## src/hw/rtl/sfr_pkg.sv

```systemverilog
// Package for the SBUS frame receiver: frame geometry, channel layout
// and the record that hands a finished frame from the assembler to the emitter.
// No dependencies.
package sfr_pkg;

    // Frame geometry.
    localparam int FRAME_BYTES   = 25;
    localparam int POS_W         = 5;
    localparam int PAYLOAD_BYTES = 14;
    localparam int PAYLOAD_BITS  = PAYLOAD_BYTES * 8;

    // Channel layout.
    localparam int NUM_CHANNELS = 10;
    localparam int CHAN_BITS    = 11;
    localparam int IDX_W        = 4;

    // Stream widths.
    localparam int S_DATA_W = 8;
    localparam int M_DATA_W = 16;

    // Start-of-frame marker.
    localparam logic [7:0] START_BYTE = 8'h0F;

    // Position of the byte that completes a frame.
    localparam logic [POS_W-1:0] LAST_POS = POS_W'(FRAME_BYTES - 1);

    // Index of the final channel in a burst.
    localparam logic [IDX_W-1:0] LAST_IDX = IDX_W'(NUM_CHANNELS - 1);

    // A finished frame: bytes 1 to 14, byte 1 in the lowest bits.
    typedef struct packed {
        logic                    valid;
        logic [PAYLOAD_BITS-1:0] payload;
    } sfr_frame_t;

endpackage

```

## src/hw/rtl/sbus_frame_receiver.sv

```systemverilog
// Top level of the SBUS frame receiver: byte assembler plus channel emitter.
// Depends on sfr_pkg, sfr_assembler and sfr_emitter.
//
// The receiver takes one serial byte per cycle. It drops bytes until the
// start byte 0x0F, then counts the rest of a 25-byte frame without checking
// values, storing bytes 1 to 14. The completing byte starts a burst of ten
// results, channels 0 to 9 unpacked little-endian from those bytes, one per
// cycle while m_tready is high, the last marked by m_tlast. A frame passes the
// done register, then the busy and hold registers, before the result register.
// Bytes keep flowing during a burst; only a byte that would complete the next frame is held off (s_tready low)
// until the previous burst has left the emitter's frame hold register.
module sbus_frame_receiver (
    input  logic                          aclk,
    input  logic                          aresetn,
    input  logic                          s_tvalid,
    output logic                          s_tready,
    input  logic [sfr_pkg::S_DATA_W-1:0]  s_tdata,   // [7:0] rx_byte
    output logic                          m_tvalid,
    input  logic                          m_tready,
    output logic [sfr_pkg::M_DATA_W-1:0]  m_tdata,   // [3:0] channel_index, [14:4] channel_value
    output logic                          m_tlast    // last_channel
);

    sfr_pkg::sfr_frame_t              frame;
    logic                             emit_busy;
    logic                             frame_blocked;
    logic                             byte_accept;
    logic [sfr_pkg::IDX_W-1:0]        out_index;
    logic [sfr_pkg::CHAN_BITS-1:0]    out_value;

    // Input handshake.
    assign s_tready    = !frame_blocked;
    assign byte_accept = s_tvalid && s_tready;

    sfr_assembler u_assembler (
        .aclk          (aclk),
        .aresetn       (aresetn),
        .byte_accept   (byte_accept),
        .rx_byte       (s_tdata),
        .emit_busy     (emit_busy),
        .frame_blocked (frame_blocked),
        .frame         (frame)
    );

    sfr_emitter u_emitter (
        .aclk      (aclk),
        .aresetn   (aresetn),
        .frame     (frame),
        .busy      (emit_busy),
        .out_valid (m_tvalid),
        .out_ready (m_tready),
        .out_index (out_index),
        .out_value (out_value),
        .out_last  (m_tlast)
    );

    // Result packing, zero-filled to two bytes.
    assign m_tdata = {1'b0, out_value, out_index};

endmodule

```

## src/hw/rtl/sfr_assembler.sv

```systemverilog
// Byte assembler: hunts for the start byte, counts the frame and stores the
// channel payload bytes. Depends on sfr_pkg.
module sfr_assembler (
    input  logic                     aclk,
    input  logic                     aresetn,
    input  logic                     byte_accept,
    input  logic [7:0]               rx_byte,
    input  logic                     emit_busy,
    output logic                     frame_blocked,
    output sfr_pkg::sfr_frame_t      frame
);

    logic [sfr_pkg::POS_W-1:0]        pos_reg;
    logic [sfr_pkg::POS_W-1:0]        pos_next;
    logic [sfr_pkg::PAYLOAD_BITS-1:0] store_reg;
    logic                             done_reg;
    logic                             done_next;

    // The completing byte must wait while the previous burst still drains.
    assign frame_blocked = (pos_reg == sfr_pkg::LAST_POS) && emit_busy;

    // Position counter: zero means hunting for the start byte.
    always_comb begin
        pos_next  = pos_reg;
        done_next = 1'b0;
        if (byte_accept) begin
            if (pos_reg == '0) begin
                if (rx_byte == sfr_pkg::START_BYTE) begin
                    pos_next = sfr_pkg::POS_W'(1);
                end
            end else if (pos_reg == sfr_pkg::LAST_POS) begin
                pos_next  = '0;
                done_next = 1'b1;
            end else begin
                pos_next = pos_reg + sfr_pkg::POS_W'(1);
            end
        end
    end

    always_ff @(posedge aclk) begin
        if (!aresetn) begin
            pos_reg  <= '0;
            done_reg <= 1'b0;
        end else begin
            pos_reg  <= pos_next;
            done_reg <= done_next;
        end
    end

    // Payload store: byte positions 1 to 14 land in their own byte lanes.
    always_ff @(posedge aclk) begin
        for (int i = 0; i < sfr_pkg::PAYLOAD_BYTES; i++) begin
            if (byte_accept && (pos_reg == sfr_pkg::POS_W'(i + 1))) begin
                store_reg[i*8 +: 8] <= rx_byte;
            end
        end
    end

    assign frame.valid   = done_reg;
    assign frame.payload = store_reg;

endmodule

```

## src/hw/rtl/sfr_emitter.sv

```systemverilog
// Channel emitter: holds a finished frame, unpacks one 11-bit channel per
// request and drives the result register. Depends on sfr_pkg.
module sfr_emitter (
    input  logic                         aclk,
    input  logic                         aresetn,
    input  sfr_pkg::sfr_frame_t          frame,
    output logic                         busy,
    output logic                         out_valid,
    input  logic                         out_ready,
    output logic [sfr_pkg::IDX_W-1:0]    out_index,
    output logic [sfr_pkg::CHAN_BITS-1:0] out_value,
    output logic                         out_last
);

    logic [sfr_pkg::PAYLOAD_BITS-1:0] hold_reg;
    logic                             busy_reg;
    logic [sfr_pkg::IDX_W-1:0]        idx_reg;
    logic                             valid_reg;
    logic [sfr_pkg::IDX_W-1:0]        index_reg;
    logic [sfr_pkg::CHAN_BITS-1:0]    value_reg;
    logic                             last_reg;
    logic                             load_out;
    logic [sfr_pkg::CHAN_BITS-1:0]    chan_sel;

    // Move the next channel whenever the result register is free or drained.
    assign load_out = busy_reg && (!valid_reg || out_ready);

    // Channels are packed little-endian, eleven bits each, from frame byte 1.
    always_comb begin
        chan_sel = '0;
        for (int k = 0; k < sfr_pkg::NUM_CHANNELS; k++) begin
            if (idx_reg == sfr_pkg::IDX_W'(k)) begin
                chan_sel = hold_reg[k*sfr_pkg::CHAN_BITS +: sfr_pkg::CHAN_BITS];
            end
        end
    end

    // Burst control.
    always_ff @(posedge aclk) begin
        if (!aresetn) begin
            busy_reg  <= 1'b0;
            idx_reg   <= '0;
            valid_reg <= 1'b0;
        end else begin
            if (frame.valid) begin
                busy_reg <= 1'b1;
                idx_reg  <= '0;
            end else if (load_out) begin
                idx_reg <= idx_reg + sfr_pkg::IDX_W'(1);
                if (idx_reg == sfr_pkg::LAST_IDX) begin
                    busy_reg <= 1'b0;
                end
            end
            if (load_out) begin
                valid_reg <= 1'b1;
            end else if (out_ready) begin
                valid_reg <= 1'b0;
            end
        end
    end

    // Frame hold and result payload.
    always_ff @(posedge aclk) begin
        if (frame.valid) begin
            hold_reg <= frame.payload;
        end
        if (load_out) begin
            index_reg <= idx_reg;
            value_reg <= chan_sel;
            last_reg  <= (idx_reg == sfr_pkg::LAST_IDX);
        end
    end

    assign busy      = busy_reg;
    assign out_valid = valid_reg;
    assign out_index = index_reg;
    assign out_value = value_reg;
    assign out_last  = last_reg;

endmodule
```

## config.mk

```make
export PLATFORM = sky130hd
export DESIGN_NAME = sbus_frame_receiver
export DESIGN_NICKNAME = d
export VERILOG_FILES = /design/src/hw/rtl/sfr_pkg.sv /design/src/hw/rtl/sbus_frame_receiver.sv /design/src/hw/rtl/sfr_assembler.sv /design/src/hw/rtl/sfr_emitter.sv
export SDC_FILE = /design/constraint.sdc
export NUM_CORES = 1
export LEC_CHECK = 0
export BUFFER_PORTS_ARGS = -buffer_cell sky130_fd_sc_hd__buf_2
export CELL_PAD_IN_SITES_DETAIL_PLACEMENT = 0
export CELL_PAD_IN_SITES_GLOBAL_PLACEMENT = 1
export CORE_ASPECT_RATIO = 1.5
export CORE_MARGIN = 1
export CORE_UTILIZATION = 57
export DETAILED_ROUTE_END_ITERATION = 7
export MAX_ROUTING_LAYER = met4
export PLACE_DENSITY_LB_ADDON = 0.1
export SYNTH_ARGS = -nofsm -noshare
export SYNTH_HDL_FRONTEND = slang
export SYNTH_HIERARCHICAL = 1
export SYNTH_SLANG_ARGS = --single-unit
```

## constraint.sdc

```tcl
create_clock -name aclk -period 5.1 [get_ports aclk]
set_input_delay 0.51 -clock aclk [delete_from_list [all_inputs] [get_ports aclk]]
set_output_delay 0.51 -clock aclk [all_outputs]
set_load 0.1 [all_outputs]
```

# Word level (Yosys, flattened, before mapping)
# Cells that the tools add are included.
# classes
n_eq_ne	26
addsub	2
mux	19
bitwise	2
n_reduce_logical	29
# op_table
op	count
$mux 11	10
$eq 5x4->1 const B	7
$eq 5x3->1 const B	4
$logic_and 1x1->1	17
$eq 4x3->1 const B	4
$mux 5	3
$eq 5x2->1 const B	2
$eq 4x2->1 const B	2
$eq 4x4->1 const B	2
$eq 8x4->1 const B	1
$mux 1	6
$reduce_bool 2->1	3
$add 5x1->5 const B	1
$eq 5x1->1 const B	1
$eq 5x5->1 const B	1
$logic_not 5->1	1
$add 4x1->4 const B	1
$eq 4x1->1 const B	1
$logic_not 4->1	1
$reduce_and 2->1	2
$reduce_or 3->1	1
$logic_not 1->1	2
$ne 2x2->1 const B	1
$not 1->1	2
2 further kinds	2
# word_totals
out_inout_bits	19
regBits	248

# Longest topological paths before layout
# Gate-level depths: netlist (run 1).
# depth
ltp_word	11
depth_mapped	10
ltp_nobuf	10

# Hierarchy
# Netlist (run 1), hierarchy kept.
# modules_own_cells
mod	area_each_um2	seq_area_each_um2	cells_per_inst	instances
sfr_emitter	5370.2	3903.7	337	1
sfr_assembler	3915.0	3483.3	182	1
sbus_frame_receiver	21.3	0.0	4	1

# Least setup slack after synthesis (run 1)
# OpenSTA, ideal clock, no wires.
# synth_path
path_type	register to register
from	register u_assembler/pos_reg[0] (netlist name)
to	register u_assembler/store_reg[56] (netlist name), enable pin
stages_incl_launch_ff	10
path_slack_ps	2661
n_path_buf	0
t_required_ps	4768
t_arrival_ps	2107
cell_sequence	dfxtp_1 inv_1 ha_1 nor2b_1 and3_1 and2_1 nor2b_1 nand2_1 nor3_1 and2_1
# synth_via
elab_chain_cells	5
elab_cells_between_ends	6
# synth_lines
element	line_no	source
start, declared	sfr_assembler.sv:13	logic [sfr_pkg::POS_W-1:0] pos_reg;
start signal, assigned	sfr_assembler.sv:45	pos_reg <= pos_next;
$eq 5x5->1	sfr_assembler.sv:20	assign frame_blocked = (pos_reg == sfr_pkg::LAST_POS) && emit_busy;
$logic_and 1x1->1	sfr_assembler.sv:20	
net frame_blocked	sbus_frame_receiver.sv:26	logic frame_blocked;
$logic_not 1->1	sbus_frame_receiver.sv:32	assign s_tready = !frame_blocked;
$logic_and 1x1->1	sbus_frame_receiver.sv:33	assign byte_accept = s_tvalid && s_tready;
net byte_accept	sbus_frame_receiver.sv:27	logic byte_accept;
$logic_and 1x1->1	sfr_assembler.sv:53	if (byte_accept && (pos_reg == sfr_pkg::POS_W'(i + 1))) begin
end signal, assigned by index	sfr_assembler.sv:54	store_reg[i*8 +: 8] <= rx_byte;
end, declared	sfr_assembler.sv:15	logic [sfr_pkg::PAYLOAD_BITS-1:0] store_reg;
# The timed path passes the listed nets, and every way through them passes these cells.
# A chain may end at the register's enable or synchronous reset.

# Final worst setup path (run 1)
# layout_path
from	register u_assembler/pos_reg[0] (netlist name)
to	register u_assembler/store_reg[86] (netlist name), enable pin
# Same word-level chain as after synthesis.

==> out/metrics.csv, run 1 <==
metric,value,unit
gp_congestion,0.8457,
num_antenna_cells,0,
nets,571,
p_seq_share,59.2,%
clock_latency,0.50,ns
rr_startpoint,u_assembler/pos_reg[0],
syn_inst,521,
layout-drive-gt1-share,13.85,%
postCtsSetupRepairBufs,0,
cts_hold_buf,0,
first_pass_iters,5,
fmax,320.0,MHz
status,"complete, no violations",
cts_buffers,23,
slew_headroom,26.28,%
power_switching,698.4,uW
die_area,0.01675,sq mm
tightest_slew,1.106,ns
fin_setup_tns,0,ns
utilization,63.94,%
cts.sinks,248,
synth_nets,542,
p_comb_share,0.9,%
irDropWorstVdd,0.2830,mV
crit_required,5.26,ns
boundaryPins,31,
switching_share,18.70,%
grt_pass1_wl,28.02,mm
path_buf_inv,1,
setup.worst_path.start_class,register,
finalCriticalPeriod,3.125,ns
core.rowCount,56,
hpwl,12.01,mm
root_buffer,clkbuf_16,
fin_cells,766,
final_area,0.01008,sq mm
cts_tree,done,
ys.warnings.count,6,
path_max_fanout,8,
min_period_over_period,61.28,%
coreArea,0.01577,sq mm
power_density,370.5,mW/mm^2
grt_max_degree,70,
power_frac_clock,39.9,%
hold_start,aresetn,
startpoint,u_assembler/pos_reg[0],
die_w,106.0,um
path_clk_slew,0.06,ns
dp.cells,728,
wl_per_cell,24.33,um
worstSetupPathType,register to register,
die_h,158.0,um
place_area,0.009433,sq mm
track_usage,24.01,%
syn_area,0.009246,sq mm
fin_hold_ws,0.3845,ns
grt_pass1_vias,4641,
drt_iter0_markers,402,
overflow,0,
power.internal,3036,uW
num-fill-cells,1102,
finalHoldViolCount,0,
ctsResizeCount,0,
wirelength,18.64,mm
maxCapViolations,0,
crit_chain,inv_1 > ha_1 > nor2b_1 > and3_1 > and2_1 > nor2b_1 > nand2_1 > nor3_1 > and2_1,
h-tree-depth,1,
drc,0,
synth.avg_cell_area,17.75,sq um
vias_per_cell,6.007,
clockBufferDepth,3,
antenna_found_initial,0,
hp-class,input port to register,
start_util,58.65,%
antenna_left,0,
rsz0062_at_grt,false,
routed-via-count,4601,
area_growth,9.013,%
port_buffers,29,
maxSlewViolCount,0,
slowest_delay,0.45,ns
cp-end-kind,register,
setup-violations-final,0,
clock-skew-final,0.009745,ns
crit_slowest_cell,and2_1,
crit_family,simple AND/OR/NAND/NOR gates,
cp.arrival,3.28,ns
p_leak,0.003312,uW
==> worst register-to-register path: stages (launching register included) <==
cell and delay, ns:
dfxtp_1 0.44, inv_1 0.13, ha_1 0.27, nor2b_1 0.17, and3_1 0.23, and2_1 0.18, nor2b_1 0.38, nand2_1 0.15
nor3_1 0.37, and2_1 0.45
==> power groups by stage <==
stage          clock, uW  sequential [uW]  combinational, uW
2_1_floorplan          0             2250               8.86
3_3_place_gp           0             2250               35.3
3_5_place_dp           0             2250               35.2
4_1_cts             1520             2210               35.2
5_1_grt             1590             2210               36.6
6_report            1490             2210               34.4
==> placed cells by master (no fill, tap or decap), types with 6 or more instances in the layout <==
cell,n
o22ai_1,11
and3_1,13
nand2_1,11
nor2_1,18
a21oi_1,25
a221oi_2,9
inv_1,21
nand3b_1,11
a221oi_1,12
and2_1,16
o311a_1,11
o32ai_1,10
clkinv_1,6
ha_1,8
nand3_1,6
edfxtp_1,236
buf_2,29
clkbuf_16,23
nand2b_1,16
dfxtp_1,11
a22oi_1,12
==> layout make-up <==
| class | count | area (sq um) | share of cell area (%) |
|---|---|---|---|
| tap | 203 | 254.0 | 2.520 |
| multi-input combinational | 224 | 1602 | 15.89 |
| clock inverter | 11 | 56.30 | 0.5586 |
| sequential | 248 | 7331 | 72.73 |
| timing repair buffer | 32 | 167.7 | 1.663 |
| inverter | 21 | 78.83 | 0.7820 |
| clock buffer | 27 | 590.6 | 5.859 |
==> final timing paths <==
kind | to | slack, ns | depth (start not counted)
worst max-delay path | u_assembler/store_reg[86] | 1.97 | 9
worst min-delay path | u_emitter/busy | 0.38 | 2
worst max register to register | u_assembler/store_reg[86] | 1.97 | 9
worst min register to register | u_emitter/hold_reg[74] | 0.41 | 0
==> metal layers <==
| layer | up-vias | part of all wire, % | global-route usage (%) |
|---|---|---|---|
| met1 | 2270 | 39 | 29.52 |
| met2 | 185 | 52 | 41.18 |
| met4 | 0 | 3.1 | 8.664 |
| met5 | - | 0 | - |
| met3 | 43 | 6.1 | 3.047 |
| li1 | 2103 | - | - |
==> metrics by stage <==
| stage | setup slack [ns] | power [uW] |
|---|---|---|
| 3_5_place_dp | 2.049 | 2288 |
| 5_1_grt | 1.796 | 3833 |
| 4_1_cts | 2.023 | 3761 |
| 2_1_floorplan | 2.661 | 2262 |
| 6_report | 1.975 | 3734 |
| 3_3_place_gp | 2.160 | 2288 |
Power figures use the tool's default switching activity.
==> run 2, diff against run 1 <==
--- a/config.mk
+++ b/config.mk
@@ -5,12 +5,13 @@
 export SDC_FILE = /design/constraint.sdc
 export NUM_CORES = 1
 export LEC_CHECK = 0
+export ABC_AREA = 1
 export BUFFER_PORTS_ARGS = -buffer_cell sky130_fd_sc_hd__buf_2
 export CELL_PAD_IN_SITES_DETAIL_PLACEMENT = 0
 export CELL_PAD_IN_SITES_GLOBAL_PLACEMENT = 1
 export CORE_ASPECT_RATIO = 1.5
 export CORE_MARGIN = 1
-export CORE_UTILIZATION = 57
+export CORE_UTILIZATION = 51
 export DETAILED_ROUTE_END_ITERATION = 7
 export MAX_ROUTING_LAYER = met4
 export PLACE_DENSITY_LB_ADDON = 0.1
==> constraint.sdc (replaced) <==
create_clock -name aclk -period 3 [get_ports aclk]
set_input_delay 0.3 -clock aclk [delete_from_list [all_inputs] [get_ports aclk]]
set_output_delay 0.3 -clock aclk [all_outputs]
set_load 0.1 [all_outputs]
==> run 2 against run 1 <==
Against the previous run:
- sequential power grew 71%
- clock-buffer cell count grew 2
- critical path depth shrank 2
- non-clock buffer count grew 13
- core utilization shrank 5.3 points
- sequential cell count is the same
- first-iteration DRC count grew 4.2%
- final cell count grew 33%
- largest cell class unchanged
- sequential share of layout area shrank 3.7 points
- global-route usage shrank 2.9 points
==> out/metrics.csv, run 2 <==
metric,value,unit
boundaryPins,31,
port_buffers,29,
nets,771,
place_area,0.009889,sq mm
wirelength,18.66,mm
antenna_found_initial,0,
h-tree-depth,1,
power_frac_clock,41.7,%
worstSetupPathType,register to register,
irDropWorstVdd,0.4052,mV
total_power,6673,uW
switching_share,19.28,%
rr_startpoint,u_assembler/pos_reg[0],
antenna_left,0,
routed-via-count,5063,
setup-violations-final,0,
power_switching,1286,uW
path_max_fanout,8,
power_density,628.8,mW/mm^2
cts_hold_buf,0,
power.internal,5387,uW
maxCapViolations,0,
final_common_cell,edfxtp_1,
die_h,169.1,um
grt_pass1_wl,28.23,mm
hold_start,aresetn,
clockBufferDepth,3,
grt_max_degree,54,
setup_slack,0.4582,ns
cts_tree,done,
syn_area,0.009495,sq mm
maxSlewViolCount,0,
ctsResizeCount,0,
fin_cells,1015,
num_antenna_cells,0,
die_w,113.4,um
clock_latency,0.51,ns
p_leak,0.003905,uW
drt_iter0_markers,419,
final_cell_mix,"edfxtp_1 (236), nand2_1 (148), nor2_1 (74)",
root_buffer,clkbuf_16,
p_seq_share,56.6,%
finalCriticalPeriod,2.542,ns
cp.arrival,2.68,ns
gp_congestion,0.8422,
syn_inst,706,
first_pass_iters,5,
track_usage,21.11,%
crit_required,3.14,ns
min_period_over_period,84.73,%
status,"complete, no violations",
rsz0062_at_grt,false,
cts_buffers,23,
tightest_slew,0.7029,ns
layout-drive-gt1-share,14.60,%
synth.avg_cell_area,13.45,sq um
synth_nets,727,
coreArea,0.01809,sq mm
start_util,52.48,%
final_area,0.01061,sq mm
die_area,0.01918,sq mm
num-fill-cells,1444,
register_area,0.007331,sq mm
drc,0,
fin_setup_tns,0,ns
grt_pass1_vias,4952,
core.rowCount,60,
dp.cells,973,
startpoint,u_assembler/pos_reg[0],
path_clk_slew,0.07,ns
hpwl,12.22,mm
p_comb_share,1.7,%
slew_headroom,53.09,%
area_growth,11.77,%
postCtsSetupRepairBufs,0,
vias_per_cell,4.988,
finalHoldViolCount,0,
cts.sinks,248,
ys.warnings.count,6,
overflow,0,
fmax,393.4,MHz
pre_cts_slack,0.4253,ns
multi_input_area,0.001670,sq mm
hp-class,input port to register,
setup.worst_path.start_class,register,
wl_per_cell,18.39,um
cp-end-kind,register,
clock-skew-final,0.01153,ns
## run 2: cell count changes in the layout (fill, tap and decap cells not counted), sizes merged, moves of 12 or more
cell    delta
o21ai     +22
a221oi    -21
nand3     +56
a22oi     -12
nand2    +141
buf       +13
inv       +53
a21oi     -17
nand2b    -16
nor2      +59
and2      -16
## run 2: worst max-delay path, stage by stage, from the launching register on
cell and delay [ns]:
dfxtp_1 0.41, inv_1 0.12, ha_1 0.27, nand4_2 0.17, nor2_1 0.09, nor2_2 0.25
nand3_1 0.28, nor2_1 0.57
## run 2: area by class of cell
type                    instances  area share, %
clock inverters                13          1.179
inverters                      80          2.830
well taps                     248          2.924
repair buffers                 45          2.617
flip-flops and latches        248          69.08
clock buffers                  29          5.635
multi-input cells             352          15.74
## run 2: power by group through the flow
stage / logic (uW) / registers, uW / clock network (uW)
detailed placement: 116 / 3850 / 0
global placement: 115 / 3850 / 0
floorplan: 51.1 / 3850 / 0
global route: 123 / 3780 / 2960
finish: 112 / 3780 / 2780
CTS: 117 / 3780 / 2840
## run 2: per-stage QoR
stage	hold WS, ns	utilization (%)
after floorplan	0.3989	-
after global routing	0.06684	58.66
after detailed placement	0.4045	54.66
after CTS	0.03929	58.66
final	0.04970	58.66
after global placement	0.4008	54.66
## run 2: final timing paths
check	to	slack, ns	depth (start not counted)
worst max-delay path	u_assembler/store_reg[36]	0.46	7
worst min-delay path	u_assembler/done_reg	0.05	3
worst max register to register	u_assembler/store_reg[36]	0.46	7
worst min register to register	u_emitter/hold_reg[21]	0.41	0
## run 2: routing by layer
layer / track usage (%) / routed length [um]
met1: 26.10 / 7975
met2: 35.37 / 9287
met3: 2.793 / 769
met4: 8.352 / 629
met5: - / 0
==> run 3, diff against run 2 <==
--- a/config.mk
+++ b/config.mk
@@ -11,7 +11,7 @@
 export CELL_PAD_IN_SITES_GLOBAL_PLACEMENT = 1
 export CORE_ASPECT_RATIO = 1.5
 export CORE_MARGIN = 1
-export CORE_UTILIZATION = 51
+export CORE_UTILIZATION = 46
 export DETAILED_ROUTE_END_ITERATION = 7
 export MAX_ROUTING_LAYER = met4
 export PLACE_DENSITY_LB_ADDON = 0.1
==> constraint.sdc (replaced) <==
create_clock -name aclk -period 2.3 [get_ports aclk]
set_input_delay 0.23 -clock aclk [delete_from_list [all_inputs] [get_ports aclk]]
set_output_delay 0.23 -clock aclk [all_outputs]
set_load 0.1 [all_outputs]
==> run 3 against run 2 <==
Against the previous run:
- critical path depth down 1
- clock skew grew 0.0075 ns
- clock-buffer cell count decreased by 3
- die area is 11% higher
- critical endpoint is now s_tready
- final cell count grew 3.3%
- sequential share of layout area decreased by 1.2 points
- global-route usage fell by 0.23 points
- combinational power up 38%
- core utilization shrank 5.6 points
- hold slack lost 0.029 ns
- first-iteration DRC count increased by 5.3%
==> out/metrics.csv, run 3 (same netlist as run 2, synthesis figures left out) <==
metric,value,unit
status,"complete, no violations",
power_density,798.8,mW/mm^2
crit_chain,inv_1 > ha_1 > nand4_4 > nor2_2 > inv_1 > clkbuf_4,
slew_headroom,49.71,%
cts_tree,done,
wl_per_cell,19.68,um
die_w,119.3,um
antenna_left,0,
core.rowCount,64,
grt_pass1_vias,5477,
final_cell_mix,"edfxtp_1 (236), nand2_1 (148), nor2_1 (72)",
cp-end-kind,output pin,
fmax,453.8,MHz
crit_required,2.07,ns
fin_cells,1049,
area_growth,13.76,%
dp.cells,1007,
setup_slack,0.09623,ns
nets,790,
cts.sinks,248,
gp_congestion,0.8299,
slowest_delay,0.31,ns
maxCapViolations,0,
routed-via-count,5333,
start_util,46.68,%
finalCriticalPeriod,2.204,ns
cp.arrival,1.97,ns
path_clk_slew,0.07,ns
drc,0,
vias_per_cell,5.084,
register_area,0.007331,sq mm
final_common_cell,edfxtp_1,
hp-class,input port to register,
drt_iter0_markers,441,
tightest_slew,0.7535,ns
final_area,0.01080,sq mm
antenna_found_initial,0,
clock-skew-final,0.01901,ns
min_period_over_period,95.82,%
fin_setup_tns,0,ns
boundaryPins,31,
track_usage,20.88,%
first_pass_iters,5,
irDropWorstVdd,0.5003,mV
cpMostUsedCell,inv_1,
die_h,178.0,um
place_area,0.01006,sq mm
setup.worst_path.start_class,register,
finalHoldViolCount,0,
h-tree-depth,1,
clock_latency,0.51,ns
grt_max_degree,44,
pre_cts_slack,-0.01139,ns
num-fill-cells,1765,
fin_hold_ws,0.02081,ns
clockBufferDepth,3,
rrSetupSlack,0.16,ns
die_area,0.02123,sq mm
num_antenna_cells,0,
maxSlewViolCount,0,
path_buf_inv,3,
cts_buffers,23,
overflow,0,
path_max_fanout,7,
wirelength,20.65,mm
multi_input_area,0.001704,sq mm
layout-drive-gt1-share,16.94,%
coreArea,0.02034,sq mm
setup-violations-final,0,
crit_family,buffers and inverters,
root_buffer,clkbuf_16,
port_buffers,29,
hpwl,13.80,mm
p_leak,0.004002,uW
worstSetupPathType,register to output pin,
crit_slowest_cell,dfxtp_1,
postCtsSetupRepairBufs,0,
grt_pass1_wl,31.58,mm
run 3: per-stage QoR:
step / util, % / power, uW
floorplan: - / 5086
global placement: 49.45 / 5177
detailed placement: 49.45 / 5178
CTS: 52.94 / 8700
global route: 53.11 / 8859
finish: 53.11 / 8628
run 3: tightest hold or removal path, stage by stage:
cell     delay [ns]
buf_2          0.07
inv_1          0.03
nand2_1        0.08
a21oi_1        0.07
run 3: area by class of cell:
class / instances / area share [%]
timing repair buffer: 64 / 4.054
sequential: 248 / 67.87
clock inverter: 15 / 1.031
multi-input combinational: 352 / 15.78
tap: 264 / 3.058
inverter: 80 / 2.780
clock buffer: 26 / 5.433
run 3: what timing repair did:
| item | 4_1_cts | 5_1_grt |
|---|---|---|
| hold buffers | 1 | 0 |
| gates resized for setup | 1 | 7 |
| setup endpoints to repair | 4 | 35 |
| pin swaps | 0 | 0 |
| cloned | 0 | 0 |
| endpoints found under the hold margin | 2 | 0 |
run 3: power breakdown:
part	leakage, uW	internal, uW	switching, uW
Combinational	0.00144	37.6	116
Sequential	0.00222	4920	9.95
Clock	0.000340	1960	1590
Total	0.00400	6910	1720
run 3: per-layer routing:
metal	global-route usage, %	share of wire (%)	vias to the layer above
met5	-	0	-
met4	8.438	3.4	0
met3	2.731	4.3	43
met2	35.71	50	157
met1	25.05	42	2620
li1	-	-	2513
run 3: worst paths after layout:
kind,from,end,cells after the start
setup / recovery,u_assembler/pos_reg[0],s_tready,6
hold / removal,m_tready,u_emitter/out_valid,4
setup reg to reg,u_emitter/idx_reg[1],u_emitter/out_value[0],13
hold reg to reg,u_assembler/store_reg[63],u_emitter/hold_reg[63],0
